**src/rtl/ipf_pkg.sv**
```systemverilog
// shared types and constants of the iso 14443-a parity framer
package ipf_pkg;

   localparam int DATA_W      = 8;
   localparam int COUNT_W     = 4;
   localparam int TOTAL_W     = 12;
   localparam int BYTE_BITS   = 8;
   localparam int QUEUE_DEPTH_DEF = 4;

   localparam logic [TOTAL_W-1:0] TOTAL_MAX = {TOTAL_W{1'b1}};
   localparam logic [COUNT_W-1:0] FULL_BYTE_COUNT = COUNT_W'(BYTE_BITS);

   // chunk kinds
   typedef enum logic {
      KIND_LEAD = 1'b0,
      KIND_DATA = 1'b1
   } kind_type;

   // one result beat
   typedef struct packed {
      logic [DATA_W-1:0]  out_byte;
      logic [COUNT_W-1:0] valid_bits;
      logic               frame_end;
      logic [TOTAL_W-1:0] total_bits;
   } rsp_item_type;

   // results caused by one chunk, one or two of them
   typedef struct packed {
      rsp_item_type res0;
      rsp_item_type res1;
      logic         two;
   } desc_type;

   // front to queue
   typedef struct packed {
      logic     valid;
      desc_type desc;
   } push_type;

   // queue to back
   typedef struct packed {
      logic     valid;
      desc_type desc;
   } head_type;

endpackage

```
**src/rtl/ipf_if.sv**
```systemverilog
// chunk and result channel interfaces
interface ipf_req_if;
   import ipf_pkg::*;
   logic                valid;
   logic                ready;
   logic                kind;
   logic [DATA_W-1:0]   data;
   logic [COUNT_W-1:0]  bit_count;
   logic                last;

   modport source (output valid, kind, data, bit_count, last, input ready);
   modport sink   (input valid, kind, data, bit_count, last, output ready);
endinterface

interface ipf_rsp_if;
   import ipf_pkg::*;
   logic                valid;
   logic                ready;
   logic [DATA_W-1:0]   out_byte;
   logic [COUNT_W-1:0]  valid_bits;
   logic                frame_end;
   logic [TOTAL_W-1:0]  total_bits;

   modport source (output valid, out_byte, valid_bits, frame_end, total_bits, input ready);
   modport sink   (input valid, out_byte, valid_bits, frame_end, total_bits, output ready);
endinterface

```
**src/rtl/ipf_front.sv**
```systemverilog
// front end: accepts chunks, packs bits, works out the result beats
module ipf_front (
   input  logic                clock,
   input  logic                reset,
   ipf_req_if.sink             req_chan,
   input  logic                queue_full,
   output ipf_pkg::push_type   push
);
   import ipf_pkg::*;

   logic [DATA_W-1:0]  pack_byte_ff, pack_byte_in;
   logic [2:0]         pack_fill_ff, pack_fill_in;
   logic [TOTAL_W-1:0] bit_total_ff, bit_total_in;

   logic [COUNT_W-1:0] count;
   logic               has_data;
   logic               extra;
   logic               extra_bit;
   logic [COUNT_W-1:0] n_bits;
   logic [DATA_W:0]    data9;
   logic [DATA_W:0]    seq;
   logic [15:0]        rev16;
   logic [15:0]        word;
   logic [4:0]         sum;
   logic [1:0]         full_cnt;
   logic [2:0]         new_fill;
   logic [DATA_W-1:0]  rem_byte;
   logic [TOTAL_W-1:0] t0, t1, tn;
   rsp_item_type       full0, full1, part, empty_end;
   desc_type           desc;
   logic               has_res;
   logic               accept;

   // saturating add of up to sixteen bits
   function automatic logic [TOTAL_W-1:0] sat_add(input logic [TOTAL_W-1:0] a,
                                                  input logic [4:0] k);
      logic [TOTAL_W:0] s;
      s = {1'b0, a} + (TOTAL_W+1)'(k);
      return s[TOTAL_W] ? TOTAL_MAX : s[TOTAL_W-1:0];
   endfunction

   assign req_chan.ready = !queue_full;
   assign accept = req_chan.valid && !queue_full;

   // chunk length and the bit that follows it
   always_comb begin
      count     = (req_chan.bit_count > FULL_BYTE_COUNT) ? FULL_BYTE_COUNT
                                                        : req_chan.bit_count;
      has_data  = (count != '0);
      extra     = has_data && ((req_chan.kind == KIND_LEAD) || (count == FULL_BYTE_COUNT));
      extra_bit = (req_chan.kind == KIND_DATA) ? ~^req_chan.data : 1'b0;
      n_bits    = count + COUNT_W'(extra);
      data9     = {1'b0, req_chan.data};
   end

   // bit sequence in send order, then placed after the bits already packed
   always_comb begin
      seq   = '0;
      rev16 = '0;
      for (int i = 0; i <= DATA_W; i++) begin
         if (COUNT_W'(i) < count)
            seq[i] = data9[i];
         else if ((COUNT_W'(i) == count) && extra)
            seq[i] = extra_bit;
      end
      for (int i = 0; i <= DATA_W; i++) begin
         rev16[15-i] = seq[i];
      end
      word = {pack_byte_ff, 8'h00} | (rev16 >> pack_fill_ff);
   end

   // completed bytes, remainder and running totals
   always_comb begin
      sum      = {2'b00, pack_fill_ff} + {1'b0, n_bits};
      full_cnt = sum[4] ? 2'd2 : (sum[3] ? 2'd1 : 2'd0);
      new_fill = sum[2:0];
      unique case (full_cnt)
         2'd0:    rem_byte = word[15:8];
         2'd1:    rem_byte = word[7:0];
         default: rem_byte = '0;
      endcase
      t0 = sat_add(bit_total_ff, 5'd8 - {2'b00, pack_fill_ff});
      t1 = sat_add(bit_total_ff, 5'd16 - {2'b00, pack_fill_ff});
      tn = sat_add(bit_total_ff, {1'b0, n_bits});

      full0     = '{out_byte: word[15:8], valid_bits: FULL_BYTE_COUNT,
                    frame_end: 1'b0, total_bits: t0};
      full1     = '{out_byte: word[7:0], valid_bits: FULL_BYTE_COUNT,
                    frame_end: 1'b0, total_bits: t1};
      part      = '{out_byte: rem_byte, valid_bits: {1'b0, new_fill},
                    frame_end: 1'b1, total_bits: tn};
      empty_end = '{out_byte: '0, valid_bits: '0,
                    frame_end: 1'b1, total_bits: bit_total_ff};
   end

   // choose the beats of this chunk
   always_comb begin
      desc.res0 = full0;
      desc.res1 = full1;
      desc.two  = (full_cnt == 2'd2);
      has_res   = (full_cnt != 2'd0);
      if (req_chan.last) begin
         has_res = 1'b1;
         if (new_fill != '0) begin
            if (full_cnt == 2'd0) begin
               desc.res0 = part;
               desc.two  = 1'b0;
            end else begin
               desc.res1 = part;
               desc.two  = 1'b1;
            end
         end else if (full_cnt == 2'd1) begin
            desc.res0.frame_end = 1'b1;
         end else if (full_cnt == 2'd2) begin
            desc.res1.frame_end = 1'b1;
         end else begin
            desc.res0 = empty_end;
            desc.two  = 1'b0;
         end
      end
      push.valid = accept && has_res;
      push.desc  = desc;
   end

   // packing state for the next chunk
   always_comb begin
      pack_byte_in = pack_byte_ff;
      pack_fill_in = pack_fill_ff;
      bit_total_in = bit_total_ff;
      if (accept) begin
         if (req_chan.last) begin
            pack_byte_in = '0;
            pack_fill_in = '0;
            bit_total_in = '0;
         end else begin
            pack_byte_in = rem_byte;
            pack_fill_in = new_fill;
            bit_total_in = tn;
         end
      end
   end

   always_ff @(posedge clock) begin
      if (reset) begin
         pack_byte_ff <= '0;
         pack_fill_ff <= '0;
         bit_total_ff <= '0;
      end else begin
         pack_byte_ff <= pack_byte_in;
         pack_fill_ff <= pack_fill_in;
         bit_total_ff <= bit_total_in;
      end
   end

endmodule

```
**src/rtl/ipf_queue.sv**
```systemverilog
// short queue of result descriptors between front and back
module ipf_queue #(
   parameter int QUEUE_DEPTH = ipf_pkg::QUEUE_DEPTH_DEF
) (
   input  logic               clock,
   input  logic               reset,
   input  ipf_pkg::push_type  push,
   input  logic               pop,
   output logic               full,
   output ipf_pkg::head_type  head
);
   import ipf_pkg::*;

   localparam int PTR_W = (QUEUE_DEPTH > 1) ? $clog2(QUEUE_DEPTH) : 1;
   localparam int CNT_W = $clog2(QUEUE_DEPTH + 1);
   localparam logic [PTR_W-1:0] LAST_PTR = PTR_W'(QUEUE_DEPTH - 1);
   localparam logic [CNT_W-1:0] FULL_CNT = CNT_W'(QUEUE_DEPTH);

   desc_type          slots [QUEUE_DEPTH];
   logic [PTR_W-1:0]  wr_ptr_ff, wr_ptr_in;
   logic [PTR_W-1:0]  rd_ptr_ff, rd_ptr_in;
   logic [CNT_W-1:0]  count_ff, count_in;
   logic              do_push;
   logic              do_pop;

   assign full       = (count_ff == FULL_CNT);
   assign head.valid = (count_ff != '0);
   assign head.desc  = slots[rd_ptr_ff];
   assign do_push    = push.valid && !full;
   assign do_pop     = pop && head.valid;

   // pointer and occupancy update
   always_comb begin
      wr_ptr_in = wr_ptr_ff;
      rd_ptr_in = rd_ptr_ff;
      count_in  = count_ff;
      if (do_push)
         wr_ptr_in = (wr_ptr_ff == LAST_PTR) ? '0 : wr_ptr_ff + 1'b1;
      if (do_pop)
         rd_ptr_in = (rd_ptr_ff == LAST_PTR) ? '0 : rd_ptr_ff + 1'b1;
      if (do_push && !do_pop)
         count_in = count_ff + 1'b1;
      else if (!do_push && do_pop)
         count_in = count_ff - 1'b1;
   end

   always_ff @(posedge clock) begin
      if (reset) begin
         wr_ptr_ff <= '0;
         rd_ptr_ff <= '0;
         count_ff  <= '0;
      end else begin
         wr_ptr_ff <= wr_ptr_in;
         rd_ptr_ff <= rd_ptr_in;
         count_ff  <= count_in;
      end
   end

   // descriptor storage
   always_ff @(posedge clock) begin
      if (do_push)
         slots[wr_ptr_ff] <= push.desc;
   end

endmodule

```
**src/rtl/ipf_back.sv**
```systemverilog
// back end: steps through the beats of each descriptor into the output register
module ipf_back (
   input  logic               clock,
   input  logic               reset,
   input  ipf_pkg::head_type  head,
   output logic               pop,
   ipf_rsp_if.source          rsp_chan
);
   import ipf_pkg::*;

   logic          rsp_valid_ff, rsp_valid_in;
   rsp_item_type  rsp_item_ff, rsp_item_in;
   logic          sel_ff, sel_in;
   logic          load;
   logic          last_beat;

   assign load      = head.valid && (!rsp_valid_ff || rsp_chan.ready);
   assign last_beat = sel_ff || !head.desc.two;
   assign pop       = load && last_beat;

   // next beat and output register
   always_comb begin
      rsp_valid_in = rsp_valid_ff;
      rsp_item_in  = rsp_item_ff;
      sel_in       = sel_ff;
      if (load) begin
         rsp_valid_in = 1'b1;
         rsp_item_in  = sel_ff ? head.desc.res1 : head.desc.res0;
         sel_in       = !last_beat;
      end else if (rsp_chan.ready) begin
         rsp_valid_in = 1'b0;
      end
   end

   always_ff @(posedge clock) begin
      if (reset) begin
         rsp_valid_ff <= 1'b0;
         sel_ff       <= 1'b0;
      end else begin
         rsp_valid_ff <= rsp_valid_in;
         sel_ff       <= sel_in;
      end
      rsp_item_ff <= rsp_item_in;
   end

   assign rsp_chan.valid      = rsp_valid_ff;
   assign rsp_chan.out_byte   = rsp_item_ff.out_byte;
   assign rsp_chan.valid_bits = rsp_item_ff.valid_bits;
   assign rsp_chan.frame_end  = rsp_item_ff.frame_end;
   assign rsp_chan.total_bits = rsp_item_ff.total_bits;

endmodule

```
**src/rtl/iso14443a_parity_framer.sv**
```systemverilog
// top level of the iso 14443-a parity framer
// Transmit-side bit framer. Chunks of 0 to 8 bits arrive on req_chan, LSB sent
// first; full data chunks get an odd parity bit, leading chunks a zero bit.
// Frame bits are packed MSB first and each finished byte leaves on rsp_chan as
// one beat with its running bit total (saturating at 4095). A chunk with last
// set flushes the partial byte and marks the final beat with frame_end.
// Both channels use valid/ready; a beat moves when both are high.
// A chunk's first result beat passes through the queue and then the output
// register before the receiver can take it.
// Throughput: the front takes one chunk per cycle while the queue is not full;
// the back sends one result beat per cycle while the receiver is ready, so a
// chunk that completes two bytes gives two beats. The descriptor queue
// (QUEUE_DEPTH entries) lets the front keep taking chunks while the receiver
// stalls; req_chan.ready drops only when the queue is full. A stalled output
// beat holds until taken. Reset clears the packing state, the queue and the
// output valid; no frame is in progress afterwards.
module iso14443a_parity_framer #(
   parameter int QUEUE_DEPTH = ipf_pkg::QUEUE_DEPTH_DEF
) (
   input  logic       clock,
   input  logic       reset,
   ipf_req_if.sink    req_chan,
   ipf_rsp_if.source  rsp_chan
);
   import ipf_pkg::*;

   push_type  push;
   head_type  head;
   logic      queue_full;
   logic      pop;

   ipf_front u_front (
      .clock      (clock),
      .reset      (reset),
      .req_chan   (req_chan),
      .queue_full (queue_full),
      .push       (push)
   );

   ipf_queue #(
      .QUEUE_DEPTH (QUEUE_DEPTH)
   ) u_queue (
      .clock (clock),
      .reset (reset),
      .push  (push),
      .pop   (pop),
      .full  (queue_full),
      .head  (head)
   );

   ipf_back u_back (
      .clock    (clock),
      .reset    (reset),
      .head     (head),
      .pop      (pop),
      .rsp_chan (rsp_chan)
   );

endmodule

```
**src/flat_wrapper.sv**
```systemverilog
// flat-port wrapper written by rule: the top's interface ports become plain ports
module iso14443a_parity_framer_flat import ipf_pkg::*;
#(
   parameter int QUEUE_DEPTH = ipf_pkg::QUEUE_DEPTH_DEF
)
  (clock, reset, req_chan_valid, req_chan_kind, req_chan_data, req_chan_bit_count, req_chan_last, req_chan_ready, rsp_chan_valid, rsp_chan_out_byte, rsp_chan_valid_bits, rsp_chan_frame_end, rsp_chan_total_bits, rsp_chan_ready);
  ipf_req_if req_chan_i ();
  ipf_rsp_if rsp_chan_i ();
  input  logic clock;
  input  logic reset;
  input wire logic [$bits(req_chan_i.valid)-1:0] req_chan_valid;
  input wire logic [$bits(req_chan_i.kind)-1:0] req_chan_kind;
  input wire logic [$bits(req_chan_i.data)-1:0] req_chan_data;
  input wire logic [$bits(req_chan_i.bit_count)-1:0] req_chan_bit_count;
  input wire logic [$bits(req_chan_i.last)-1:0] req_chan_last;
  output wire logic [$bits(req_chan_i.ready)-1:0] req_chan_ready;
  output wire logic [$bits(rsp_chan_i.valid)-1:0] rsp_chan_valid;
  output wire logic [$bits(rsp_chan_i.out_byte)-1:0] rsp_chan_out_byte;
  output wire logic [$bits(rsp_chan_i.valid_bits)-1:0] rsp_chan_valid_bits;
  output wire logic [$bits(rsp_chan_i.frame_end)-1:0] rsp_chan_frame_end;
  output wire logic [$bits(rsp_chan_i.total_bits)-1:0] rsp_chan_total_bits;
  input wire logic [$bits(rsp_chan_i.ready)-1:0] rsp_chan_ready;
  assign req_chan_i.valid = req_chan_valid;
  assign req_chan_i.kind = req_chan_kind;
  assign req_chan_i.data = req_chan_data;
  assign req_chan_i.bit_count = req_chan_bit_count;
  assign req_chan_i.last = req_chan_last;
  assign req_chan_ready = req_chan_i.ready;
  assign rsp_chan_valid = rsp_chan_i.valid;
  assign rsp_chan_out_byte = rsp_chan_i.out_byte;
  assign rsp_chan_valid_bits = rsp_chan_i.valid_bits;
  assign rsp_chan_frame_end = rsp_chan_i.frame_end;
  assign rsp_chan_total_bits = rsp_chan_i.total_bits;
  assign rsp_chan_i.ready = rsp_chan_ready;
  iso14443a_parity_framer #(.QUEUE_DEPTH(QUEUE_DEPTH)) u_core (.clock(clock), .reset(reset), .req_chan(req_chan_i), .rsp_chan(rsp_chan_i));
endmodule
```
**config.mk**
```make
export PLATFORM = sky130hd
export DESIGN_NAME = iso14443a_parity_framer_flat
export DESIGN_NICKNAME = d
export VERILOG_FILES = /design/src/rtl/ipf_pkg.sv /design/src/rtl/ipf_if.sv /design/src/rtl/ipf_front.sv /design/src/rtl/ipf_queue.sv /design/src/rtl/ipf_back.sv /design/src/rtl/iso14443a_parity_framer.sv /design/src/flat_wrapper.sv
export SDC_FILE = /design/constraint.sdc
export NUM_CORES = 1
export LEC_CHECK = 0
export ABC_AREA = 0
export BUFFER_PORTS_ARGS = -buffer_cell sky130_fd_sc_hd__buf_2
export CORE_MARGIN = 3
export CORE_UTILIZATION = 50
export DETAILED_ROUTE_END_ITERATION = 12
export PLACE_DENSITY = 0.69
export RECOVER_POWER = 25
export SKIP_CTS_REPAIR_TIMING = 1
export SLEW_MARGIN = 20
export SYNTH_ARGS = -nofsm -noshare
export SYNTH_HDL_FRONTEND = slang
export SYNTH_HIERARCHICAL = 1
export SYNTH_SLANG_ARGS = --single-unit
```
**constraint.sdc**
```tcl
create_clock -name clock -period 4.18 [get_ports clock]
set_input_delay 0.418 -clock clock [delete_from_list [all_inputs] [get_ports clock]]
set_output_delay 0.418 -clock clock [all_outputs]
set_load 0.01 [all_outputs]
```
Yosys cells after proc, flatten, opt, wreduce, memory -nomap -nowiden
Memories as Yosys holds them, arrays and structs flattened. A register that Yosys moved wholly into a read port is not among the register bits.
Cells that the tools add are included.
{"block": "classes", "n_addsub": 11, "n_bitwise": 2, "reduce_logical": 36, "magnitude_cmp": 10, "n_eq_ne": 14, "mux": 57, "n_shift": 1}
{"op": "two-way mux 25 bit", "count": 5}
{"op": "two-way mux 12 bit", "count": 8}
{"op": "two-way mux 51 bit", "count": 1}
{"op": "two-way mux 1 bit", "count": 32}
{"op": "adder 12 x 5 -> 13 bit", "count": 2}
{"op": "logical AND 1 bit", "count": 18}
{"op": "equality test 3 x 4 -> 1 bit, first input constant", "count": 4}
{"op": "< comparator 3 x 4 -> 1 bit, first input constant", "count": 4}
{"op": "OR 16 bit", "count": 1}
{"op": "case mux 8 bit (2 select lines)", "count": 1}
{"op": ">> shifter 16 x 3 -> 16 bit", "count": 1}
{"op": "adder 12 x 4 -> 13 bit", "count": 1}
{"op": "two-way mux 2 bit", "count": 5}
{"op": "two-way mux 3 bit", "count": 3}
{"op": "equality test 2 x 4 -> 1 bit, first input constant", "count": 2}
{"op": "< comparator 1 x 4 -> 1 bit, first input constant", "count": 2}
{"op": "< comparator 2 x 4 -> 1 bit, first input constant", "count": 2}
{"op": "two-way mux 8 bit", "count": 1}
{"op": "XNOR reduction 8 bit", "count": 1}
{"op": "equality test 2 bit, second input constant", "count": 3}
{"op": "zero test 1 bit", "count": 6}
{"op": "nonzero test 2 bit", "count": 3}
{"op": "nonzero test 3 bit", "count": 2}
{"op": "adder 3 x 4 -> 5 bit", "count": 1}
{"op": "other kinds (19)", "count": 22}
{"block": "totals", "regBits": 57, "memories": 1, "elab_cells": 144, "in_bits": 18, "output_inout_bits": 27, "ramBits": 204}
{"name": "u_core.u_queue.slots", "depth": 4, "word_bits": 51, "rd": 1, "rd_ports_with_merged_regs": 1, "write_ports": 1, "line": "ipf_queue.sv:19", "source": "desc_type slots [QUEUE_DEPTH];"}

Longest topological paths before layout
Gate-level depths: netlist of the first run.
{"block": "logic_depth", "ltp_word": 17, "depth_mapped": 21, "ltp_nobuf": 19}

Hierarchy
The synthesis of the first run kept the hierarchy.
{"mod": "ipf_queue", "seq_area_each_um2": 6306.0, "instances": 1, "area_each_um2": 7848.8, "cells_each": 317}
{"mod": "ipf_front", "seq_area_each_um2": 460.4, "instances": 1, "area_each_um2": 3067.9, "cells_each": 447}
{"mod": "ipf_back", "seq_area_each_um2": 790.8, "instances": 1, "area_each_um2": 1248.7, "cells_each": 65}

Worst setup path after synthesis of the first run
OpenSTA, ideal clock, no wires.
{"block": "synth_timing", "path_kind": "input to register", "start": "input port req_chan_bit_count[3]", "end": "register u_core.u_queue.count_ff[2]", "setup_ns": 0.070, "stages": 21, "required_ns": 4.110, "n_path_buf": 2, "setup_slack_ns": 0.034, "arrival_ns": 4.076, "path_cell_list": "buf_2 > buf_2 > inv_1 > o21ai_0 > ha_1 > ha_1 > inv_1 > fa_1 > nand2_1 > nor3_1 > o21ai_0 > o21ai_0 > inv_1 > inv_1 > nor2_2 > ha_1 > inv_1 > fa_1 > xor2_1 > or3_2 > a21oi_1"}
{"element": "from (decl)", "line": "flat_wrapper.sv:14", "source": "input wire logic [$bits(req_chan_i.bit_count)-1:0] req_chan_bit_count;"}
{"element": "to (signal assigned)", "line": "ipf_queue.sv:55", "source": "count_ff <= count_in;"}
{"element": "to (decl)", "line": "ipf_queue.sv:22", "source": "logic [CNT_W-1:0] count_ff, count_in;"}

==> run_results.csv, run 1 <==
group,metric,value,unit
finish,antenna_cells,0,
routing,top_layer_used,"met4",
sta,tightest_slew,1.86,ns
routing,wl_met1,11400,microns
placement,hpwl,16000,microns
sta,setup_viol,0,
run,max_cap_violations,1,
setup_path,cp.required,4.63,ns
finish,syn_to_final_growth,11.3,%
placement,gp_congestion,0.911,
clocking,clk_pin_slew,0.06,ns
placement,place.port_buffers,44,
yosys,syn_area,12200,sq um
setup_path,worst-path-buf-inv,4,
yosys,synthDistinctLibCells,74,
floorplanning,io_pins,45,
setup_path,crit_chain,"clkbuf_1 -> nor3_1 -> o21ai_0 -> ha_1 -> ha_1 -> ha_1 -> a21oi_1 -> nor3_1 -> o21ai_0 -> o21ai_0 -> inv_1 -> inv_1 -> nor2_2 -> ha_1 -> inv_1 -> fa_1 -> xor2_1 -> or3_2 -> a21oi_1",
sta,min_period,3.65,ns
sta,max_freq,0.274,GHz
sta,hold_viol_final,0,
sta,timing.slew.headroom,-24.0,%
yosys,ys_seq_area_share,62.1,%
status,violations,"capacitance limit, slew limit",
power_and_ir_drop,p_leak,4.58,nW
routing,vias,7153,
yosys,synth_most_common_cell,"edfxtp_1",
yosys,synth_top_flop_cell,"edfxtp_1",
power_and_ir_drop,p_sw_share,27.8,%
floorplanning,rows,56,
placement,pre_cts_ws,0.0398,ns
status,status,"finished, violations left",
routing,drcViolationCount,0,
routing,drtIter0Drc,712,
yosys,avgSynthCellArea,14.7,sq um
grt,grt_max_degree,52,
finish,nNetsFinal,934,
floorplanning,die_h,162,microns
yosys,synth_common_cells,"229 x edfxtp_1, 51 x mux4_2, 49 x nor2_1",
routing,route.met2.wl,11200,microns
sta,skew,0.0144,ns
setup_path,cp-end-kind,"register",
setup_path,max_stage_delay,0.40,ns
finish,multi_input_area,4150,sq um
setup_path,crit_family,"adder cells",
setup_path,crit_slowest_cell,"or3_2",
power_and_ir_drop,clkPwrFrac,29.9,%
finish,ff_latch_area,7560,sq um
floorplanning,coreArea,23700,sq um
clocking,clk_latency,0.53,ns
power_and_ir_drop,ir_drop,0.362,mV
power_and_ir_drop,switching_power,2.13,mW
yosys,synth_nets,874,
setup_path,crit_arrival,4.11,ns
routing,wl,24500,microns
sta,rsz0062_at_grt,"no",
power_and_ir_drop,pwr-share-seq,46.1,%
clocking,root_buffer,"clkbuf_16",
yosys,synth_cells,829,
yosys,async_flop_share,0,%
routing,ant_nets,0,
sta,period_share,87.4,%
grt,gr-total-overflow,0,
floorplanning,initial_core_util,51.4,%
clocking,cts_tree,"done",
finish,fillers,1956,
min_path,hp-class,"in2reg",
routing,wl_per_cell,20.0,microns
sta,timing.final.ws_setup,0.528,ns
yosys,ys_seq_elements,263,
clocking,clockBufferDepth,3,
grt,grt_usage,18.8,%
yosys,synth_edf_count,229,
routing,viasPerCell,5.82,
setup_path,worstSetupPathType,"in2reg",
yosys,yosys_warnings,6,
grt,antenna_found_initial,0,
sta,finalSetupTns,0,ns
clocking,clock_sinks,263,
power_and_ir_drop,internal_power,5.52,mW
routing,wl_met3,1440,microns
yosys,yosysTopAreaCell,"edfxtp_1",
yosys,synth_area_leaders,"edfxtp_1 57%, mux4_2 9.4%, dfxtp_1 5.6%",
floorplanning,die-area,26200,sq um
grt,grt_first_pass_wirelength,38900,microns
floorplanning,die_x,162,microns
clocking,cts_buffers,27,
sta,maxSlewViolCount,48,
grt,grt_pass1_vias,7014,
finish,drive_above_1_share,18.2,%
setup_path,crit_top_cell,"ha_1",
clocking,cts.htree.levels,1,
yosys,netlist.area_leader.share,56.5,%
routing,drtPass1Iterations,5,
power_and_ir_drop,p_comb_share,24.1,%
setup_path,critical_path.startpoint_type,"input port",
setup_path,crit_path_max_fanout,7,
power_and_ir_drop,power_density,565,nW/um^2
-- routing by layer --
metal  GRT usage, %  vias to the layer above
met3           2.50                       36
met5              0                        -
li1               -                     3355
met4           4.92                        0
met1           28.2                     3522
met2           29.5                      240
-- worst min-delay path: cells and delay by family --
kind | cells | cell delay (ns)
buffers and inverters | 1 | 0.08
AO/OA/AOI/OAI | 1 | 0.06
AND/OR/NAND/NOR | 1 | 0.11
-- state kept, by name (all words and copies together) (netlist names), 2 cells and up, named ones only --
register	cells
u_core/u_back/rsp_chan.total_bits	12
u_core/u_queue/count_ff	3
u_core/u_back/rsp_chan.valid_bits	4
u_core/u_back/rsp_chan.out_byte	8
u_core/u_queue/slots	204
u_core/u_front/pack_fill_ff	3
u_core/u_front/pack_byte_ff	8
u_core/u_queue/rd_ptr_ff	2
u_core/u_front/bit_total_ff	12
u_core/u_queue/wr_ptr_ff	2
-- area by class of cell --
class / count / area share [%]
clock buffer: 36 / 5.53
sequential: 263 / 55.8
multi-input combinational: 490 / 30.7
inverter: 35 / 0.979
timing repair buffer: 72 / 3.17
clock inverter: 14 / 0.869
tap: 319 / 2.95
-- cell families after synthesis --
| logic type | count (synthesis) | synth area share, % |
|---|---|---|
| simple gates | 185 | 7.55 |
| flops | 263 | 62.1 |
| compound gates | 170 | 9.24 |
| fa+ha+maj | 27 | 3.02 |
| mux | 88 | 13.4 |
| xor+xnor | 20 | 1.56 |
| buf+inv | 76 | 3.13 |
-- placed cells by master (no fill, tap or decap), types with 7 or more instances in the layout --
cell type / n
edfxtp_1: 229
mux4_2: 51
nor2_1: 48
a21oi_1: 42
clkbuf_1: 40
nand2_1: 40
o21ai_0: 35
inv_1: 32
dfxtp_1: 32
clkbuf_16: 27
ha_1: 23
mux2_1: 21
nor3_1: 21
nand3_1: 16
buf_2: 15
buf_4: 15
nor2b_1: 13
xnor2_1: 11
a22oi_1: 11
o22ai_1: 9
a31oi_1: 8
a2bb2oi_1: 8
clkinv_2: 7
mux2_2: 7
a211oi_1: 7
mux2i_1: 7
xor2_1: 7
and3_1: 7
-- worst paths after layout --
| check | start | to | slack [ns] | depth (start not counted) |
|---|---|---|---|---|
| worst max register to register | u_core/u_front/pack_fill_ff[1] | u_core/u_queue/count_ff[2] | 0.59 | 15 |
| worst max-delay path | req_chan_bit_count[0] | u_core/u_queue/count_ff[2] | 0.53 | 19 |
| worst min-delay path | rsp_chan_ready | u_core/u_back/rsp_chan.valid | 0.20 | 3 |
| worst min register to register | u_core/u_front/pack_byte_ff[3] | u_core/u_front/pack_byte_ff[3] | 0.50 | 2 |
-- stage by stage --
step / std cells / utilization (%) / cell area (sq um) / power (mW) / hold slack (ns)
floorplan: 829 / - / 12200 / 5.04 / 0.434
global placement: 1179 / 54.1 / 12800 / 5.54 / 0.455
detailed placement: 1179 / 54.1 / 12800 / 5.57 / 0.476
CTS: 1229 / 57.8 / 13700 / 7.87 / 0.182
global route: 1229 / 57.2 / 13500 / 8.04 / 0.209
finish: 1229 / 57.2 / 13500 / 7.65 / 0.200
-- power groups by stage --
stage | clock network (mW) | registers [mW] | logic, mW
2_1_floorplan | 0 | 3.62 | 1.42
3_3_place_gp | 0 | 3.56 | 1.99
3_5_place_dp | 0 | 3.57 | 2.00
4_1_cts | 2.33 | 3.52 | 2.01
5_1_grt | 2.45 | 3.56 | 2.03
6_report | 2.28 | 3.52 | 1.84
Note: power is estimated with default switching activity, not from simulation.
==> inputs of run 2 (changes only) <==
Settings changed: CAP_MARGIN from default to 25, PLACE_DENSITY 0.69 to default, PLACE_DENSITY_LB_ADDON from default to 0.05, SYNTH_HIERARCHICAL 1 to default.
==> run 2 against run 1 <==
Against the previous run: the run still ends with capacitance limit, slew limit left; die area down 0.83%; clock power down 3%; via count up 5.4%; global-route usage up 3.3 points; routed wire length up 15%; register-to-register slack better by 0.29 ns; clock skew down 0.0041 ns; cell count up 3.4%; sequential power about the same; utilization about the same; hold slack worse by 0.0070 ns; first-iteration DRC count up 13%; critical endpoint is now u_core.u_queue.slots[0][37]; largest power group unchanged.
==> run_results.csv, run 2 <==
group,metric,value,unit
power_and_ir_drop,ir_drop,0.508,mV
setup_path,reg2reg_slack,0.88,ns
routing,ant_nets,0,
sta,tightest_slew,1.51,ns
yosys,synth_area_leaders,"edfxtp_1 57%, mux4_2 9.9%, dfxtp_1 5.6%",
grt,gr-total-overflow,0,
yosys,synth_cells,874,
yosys,ys_seq_area_share,62.7,%
power_and_ir_drop,p_leak,4.65,nW
finish,multi_input_area,4190,sq um
finish,largest_reg_flops,204,
setup_path,cp-end-kind,"register",
setup_path,critical_path.startpoint_type,"input port",
sta,hold_viol_final,0,
sta,maxSlewViolCount,51,
yosys,synth_common_cells,"229 x edfxtp_1, 122 x nand2_1, 60 x nor2_1",
sta,period_share,89.6,%
finish,fillers,1956,
grt,grt_first_pass_wirelength,44700,microns
floorplanning,rows,56,
yosys,synth_xor_xnor_area_share,1.44,%
yosys,synth_top_flop_cell,"edfxtp_1",
yosys,synth_nets,919,
placement,place.port_buffers,44,
setup_path,path_depth,15,
power_and_ir_drop,power_density,576,nW/um^2
min_path,hp-class,"in2reg",
routing,wl_per_cell,22.1,microns
yosys,syn_area,12100,sq um
routing,viasPerCell,5.93,
yosys,async_flop_share,0,%
clocking,clk_latency,0.52,ns
routing,vias,7537,
run,max_cap_violations,1,
yosys,synth-adder-area-share,3.05,%
grt,grt_pass1_vias,7719,
floorplanning,die_x,161,microns
setup_path,crit_arrival,4.02,ns
yosys,yosys.area_share.simple,10.1,%
routing,drtIter0Drc,806,
setup_path,crit_slowest_cell,"o21ai_0",
sta,setup_viol,0,
finish,ff_latch_area,7560,sq um
yosys,yosysTopAreaCell,"edfxtp_1",
floorplanning,die-area,26000,sq um
yosys,netlist.area_leader.share,57.0,%
setup_path,crit_chain,"clkbuf_1 -> nor3_1 -> o21bai_1 -> ha_1 -> ha_1 -> inv_1 -> fa_1 -> nor2b_1 -> and4_4 -> o21ai_0 -> buf_4 -> nand3b_1 -> nor2_1 -> a222oi_1 -> buf_4",
grt,grt_usage,22.1,%
yosys,synth_most_common_cell,"edfxtp_1",
finish,top_register,"u_core.u_queue.slots",
sta,max_freq,0.267,GHz
yosys,yosys_warnings,0,
setup_path,worst-path-buf-inv,4,
setup_path,r2r_end,"u_core.u_queue.slots[0][37]",
setup_path,worstSetupPathType,"in2reg",
setup_path,crit_family,"adder cells",
sta,min_period,3.74,ns
routing,drtPass1Iterations,5,
yosys,synth_edf_count,229,
setup_path,worstReg2RegStart,"u_core.u_front.pack_fill_ff[0]",
floorplanning,coreArea,23600,sq um
routing,drcViolationCount,0,
clocking,cts_buffers,28,
setup_path,rr_worst_depth,11,
finish,nNetsFinal,977,
yosys,synth_mux_area_share,11.3,%
finish,layout_common_cells,"229 x edfxtp_1, 122 x nand2_1, 60 x nor2_1, 53 x mux4_2, 43 x clkbuf_1",
sta,rsz0062_at_grt,"no",
floorplanning,die_h,161,microns
clocking,clk_pin_slew,0.06,ns
yosys,synthDistinctLibCells,71,
setup_path,startpoint,"req_chan_bit_count[0]",
sta,timing.slew.headroom,-0.931,%
yosys,synth_top_family_by_area,"multiplexers",
clocking,clockBufferDepth,3,
finish,finalInstanceArea,13500,sq um
setup_path,max_stage_delay,0.63,ns
yosys,synth_compound_area_share,8.98,%
clocking,clock_sinks,263,
yosys,ys_seq_elements,263,
grt,grt_max_degree,51,
floorplanning,io_pins,45,
floorplanning,initial_core_util,51.1,%
status,violations,"capacitance limit, slew limit",
placement,pre_cts_ws,0.0669,ns
clocking,root_buffer,"clkbuf_16",
finish,drive_above_1_share,16.8,%
setup_path,critPathCapture,"u_core.u_queue.slots[0][37]",
clocking,cts_tree,"done",
grt,antenna_found_initial,0,
setup_path,crit_path_max_fanout,20,
finish,syn_to_final_growth,12.0,%
placement,hpwl,18600,microns
finish,mostFrequentLayoutCell,"edfxtp_1",
yosys,avgSynthCellArea,13.8,sq um
placement,postPlaceCellArea,12800,sq um
sta,timing.hold.ws,0.193,ns
sta,finalSetupTns,0,ns
routing,wl,28100,microns
placement,gp_congestion,0.874,
setup_path,cp.required,4.45,ns
status,status,"finished, violations left",
sta,skew,0.0103,ns
finish,antenna_cells,0,
clocking,cts.htree.levels,1,
sta,timing.final.ws_setup,0.435,ns
## run 2: cell types whose count changed after synthesis, moves of 5 or more
cell,before,now
a21o_1,4,11
a21oi_1,41,35
a2bb2oi_1,8,1
and3_1,7,2
clkbuf_1,17,25
inv_1,31,19
mux2_4,19,0
nand2_1,40,122
nand4_1,3,8
nor2_1,49,60
nor3_1,21,14
nor4_1,5,0
o21ai_0,33,27
## run 2: worst min-delay path by stage
stage                                         startpoint                              to  slack [ns]  cells past startpoint
after floorplan           u_core.u_front.pack_byte_ff[0]  u_core.u_front.pack_byte_ff[0]        0.43                      2
after global placement    u_core.u_front.pack_byte_ff[0]  u_core.u_front.pack_byte_ff[0]        0.45                      2
after detailed placement  u_core.u_front.pack_byte_ff[0]  u_core.u_front.pack_byte_ff[0]        0.46                      2
after CTS                                 rsp_chan_ready    u_core.u_back.rsp_chan.valid        0.17                      4
after global routing                      rsp_chan_ready    u_core.u_back.rsp_chan.valid        0.21                      4
final                                     rsp_chan_ready    u_core.u_back.rsp_chan.valid        0.19                      4
## run 2: worst min-delay path: cells and delay by family
family | cells | cell delay (ns)
buffers and inverters | 2 | 0.12
and+or+nand+nor | 1 | 0.07
AOI/OAI and AO/OA | 1 | 0.06
## run 2: routing by layer
layer  GRT usage [%]  wire, microns
met1            33.9          13200
met2            33.4          12500
met3            3.15           1680
met4            6.26            754
met5               0              0
## run 2: final cells by class
class	instances	share of cell area (%)
timing repair buffer	74	3.21
tap	319	2.96
multi-input combinational	540	31.1
clock buffer	38	5.62
sequential	263	56.0
inverter	25	0.695
clock inverter	12	0.482
## run 2: cells by family after synthesis
logic type | after synthesis
AND/OR/NAND/NOR | 269
AO/OA/AOI/OAI | 156
multiplexers | 69
buffers and inverters | 71
XOR/XNOR | 19
adder cells (fa/ha/maj) | 27
flip-flops | 263
## run 2: through the flow
stage	util (%)	total power [mW]	instances
floorplan	-	4.98	874
global placement	54.0	5.65	1220
detailed placement	54.1	5.70	1221
CTS	57.6	7.92	1271
global route	57.2	8.21	1271
finish	57.2	7.78	1271
## run 2: power by group
group / leakage, nW / internal (mW) / switching [mW]
Combinational: 1.86 / 0.838 / 1.18
Clock: 0.404 / 1.27 / 0.948
Sequential: 2.39 / 3.37 / 0.180
Total: 4.65 / 5.47 / 2.31
==> inputs of run 3 (changes only) <==
Settings changed: ABC_CLOCK_PERIOD_IN_PS from default to 4180, PLACE_DENSITY_LB_ADDON 0.05 to 0.2.
==> run 3 against run 2 <==
Against the previous run: global-route usage is 2.0 points lower; the run now ends clean; die area unchanged; hold slack got worse by 0.032 ns; critical path type unchanged.
==> run_results.csv, run 3 (synthesized netlist as in run 2, its figures left out) <==
group,metric,value,unit
finish,mostFrequentLayoutCell,"edfxtp_1",
sta,min_period,3.62,ns
clocking,clk_pin_slew,0.07,ns
clocking,cts_buffers,27,
finish,largest_reg_flops,204,
power_and_ir_drop,p_leak,4.65,nW
min_path,hp-class,"in2reg",
power_and_ir_drop,ir_drop,0.248,mV
routing,drtPass1Iterations,5,
setup_path,crit_slowest_cell,"fa_1",
finish,layout_common_cells,"229 x edfxtp_1, 122 x nand2_1, 60 x nor2_1, 53 x mux4_2, 39 x clkbuf_1",
finish,drive_above_1_share,16.9,%
grt,grt_pass1_vias,7249,
finish,nNetsFinal,975,
clocking,cts.htree.levels,1,
routing,drcViolationCount,0,
routing,vias,7359,
routing,ant_nets,0,
finish,top_register,"u_core.u_queue.slots",
grt,grt_first_pass_wirelength,40900,microns
floorplanning,die_x,161,microns
floorplanning,io_pins,45,
floorplanning,coreArea,23600,sq um
sta,finalSetupTns,0,ns
clocking,clk_latency,0.53,ns
floorplanning,die-area,26000,sq um
grt,grt_max_degree,52,
routing,wl,25800,microns
finish,antenna_cells,0,
run,max_cap_violations,0,
grt,gr-total-overflow,0,
sta,hold_viol_final,0,
sta,setup_viol,0,
sta,timing.slew.headroom,13.2,%
sta,rsz0062_at_grt,"no",
finish,final_util,57.2,%
setup_path,crit_chain,"clkbuf_1 -> nor3_1 -> o21bai_1 -> ha_1 -> ha_1 -> inv_1 -> fa_1 -> nor2b_1 -> and4_1 -> nor2_1 -> o21ai_0 -> inv_2 -> ha_1 -> inv_1 -> fa_1 -> xor2_1 -> or3_1 -> a21oi_1",
grt,grt_usage,20.1,%
sta,period_share,86.6,%
placement,hpwl,16300,microns
setup_path,crit_path_max_fanout,7,
power_and_ir_drop,power_density,577,nW/um^2
routing,drtIter0Drc,900,
routing,wl_per_cell,20.3,microns
sta,max_freq,0.276,GHz
setup_path,critical_path.startpoint_type,"input port",
sta,timing.hold.ws,0.161,ns
placement,gp_congestion,0.879,
sta,skew,0.0128,ns
sta,maxSlewViolCount,0,
clocking,cts_tree,"done",
placement,place.port_buffers,44,
setup_path,worstSetupPathType,"in2reg",
setup_path,crit_top_cell,"ha_1",
setup_path,crit_arrival,4.08,ns
grt,antenna_found_initial,0,
floorplanning,initial_core_util,51.1,%
setup_path,worst-path-buf-inv,4,
sta,tightest_slew,1.30,ns
setup_path,cp-end-kind,"register",
floorplanning,rows,56,
setup_path,crit_family,"adder cells",
finish,fillers,1898,
setup_path,cp.required,4.64,ns
routing,viasPerCell,5.79,
clocking,clockBufferDepth,3,
finish,syn_to_final_growth,12.1,%
floorplanning,die_h,161,microns
setup_path,max_stage_delay,0.42,ns
status,status,"finished clean",
clocking,clock_sinks,263,
clocking,root_buffer,"clkbuf_16",
-- run 3: cell count changes in the layout (fill, tap and decap cells not counted), moves of 2 or more --
cell | previous run | this run
clkbuf_1 | 43 | 39
inv_6 | 1 | 3
buf_4 | 17 | 15
bufinv_16 | 0 | 2
clkinv_2 | 4 | 6
clkinv_1 | 7 | 9
clkbuf_16 | 29 | 27
-- run 3: per-stage QoR --
step           area [sq um]  setup WS [ns]  std cells  power, mW
3_5_place_dp          12800          0.149       1220       5.65
4_1_cts               13600          0.714       1270       7.95
2_1_floorplan         12100          0.134        874       4.98
3_3_place_gp          12700          0.245       1219       5.61
6_report              13500          0.560       1270       7.80
5_1_grt               13500          0.263       1270       8.21
-- run 3: tightest hold or removal path, stage by stage --
cell and delay, ns:
buf_2 0.07, inv_1 0.04, nand2_1 0.06, a21oi_1 0.05
-- run 3: final timing paths --
check                                 start                                     to  slack (ns)  cells past startpoint
min reg2reg  u_core.u_front.pack_byte_ff[0]         u_core.u_front.pack_byte_ff[0]        0.47                      2
min                          rsp_chan_ready           u_core.u_back.rsp_chan.valid        0.16                      4
max reg2reg                        register  u_core.u_back.rsp_chan.total_bits[10]        0.72                      4
max                   req_chan_bit_count[0]             u_core.u_queue.count_ff[2]        0.56                     18
-- run 3: area by class of cell --
type / count / area [sq um] / area share (%)
tap: 319 / 399 / 2.95
clock inverter: 21 / 168 / 1.24
sequential: 263 / 7560 / 55.9
inverter: 25 / 93.8 / 0.694
timing repair buffer: 73 / 417 / 3.08
multi-input combinational: 540 / 4200 / 31.0
clock buffer: 29 / 683 / 5.06
-- run 3: power breakdown --
group          switching [mW]  internal (mW)  total [mW]
Sequential              0.155           3.36        3.52
Clock                   0.987           1.31        2.30
Combinational            1.15          0.830        1.98
Total                    2.29           5.51        7.80
-- run 3: layer usage --
layer	vias to the layer above	wire, microns	global-route usage, %
li1	3447	-	-
met1	3620	12200	31.5
met2	257	11300	30.1
met3	35	1810	2.92
met4	0	459	4.81
met5	-	0	0
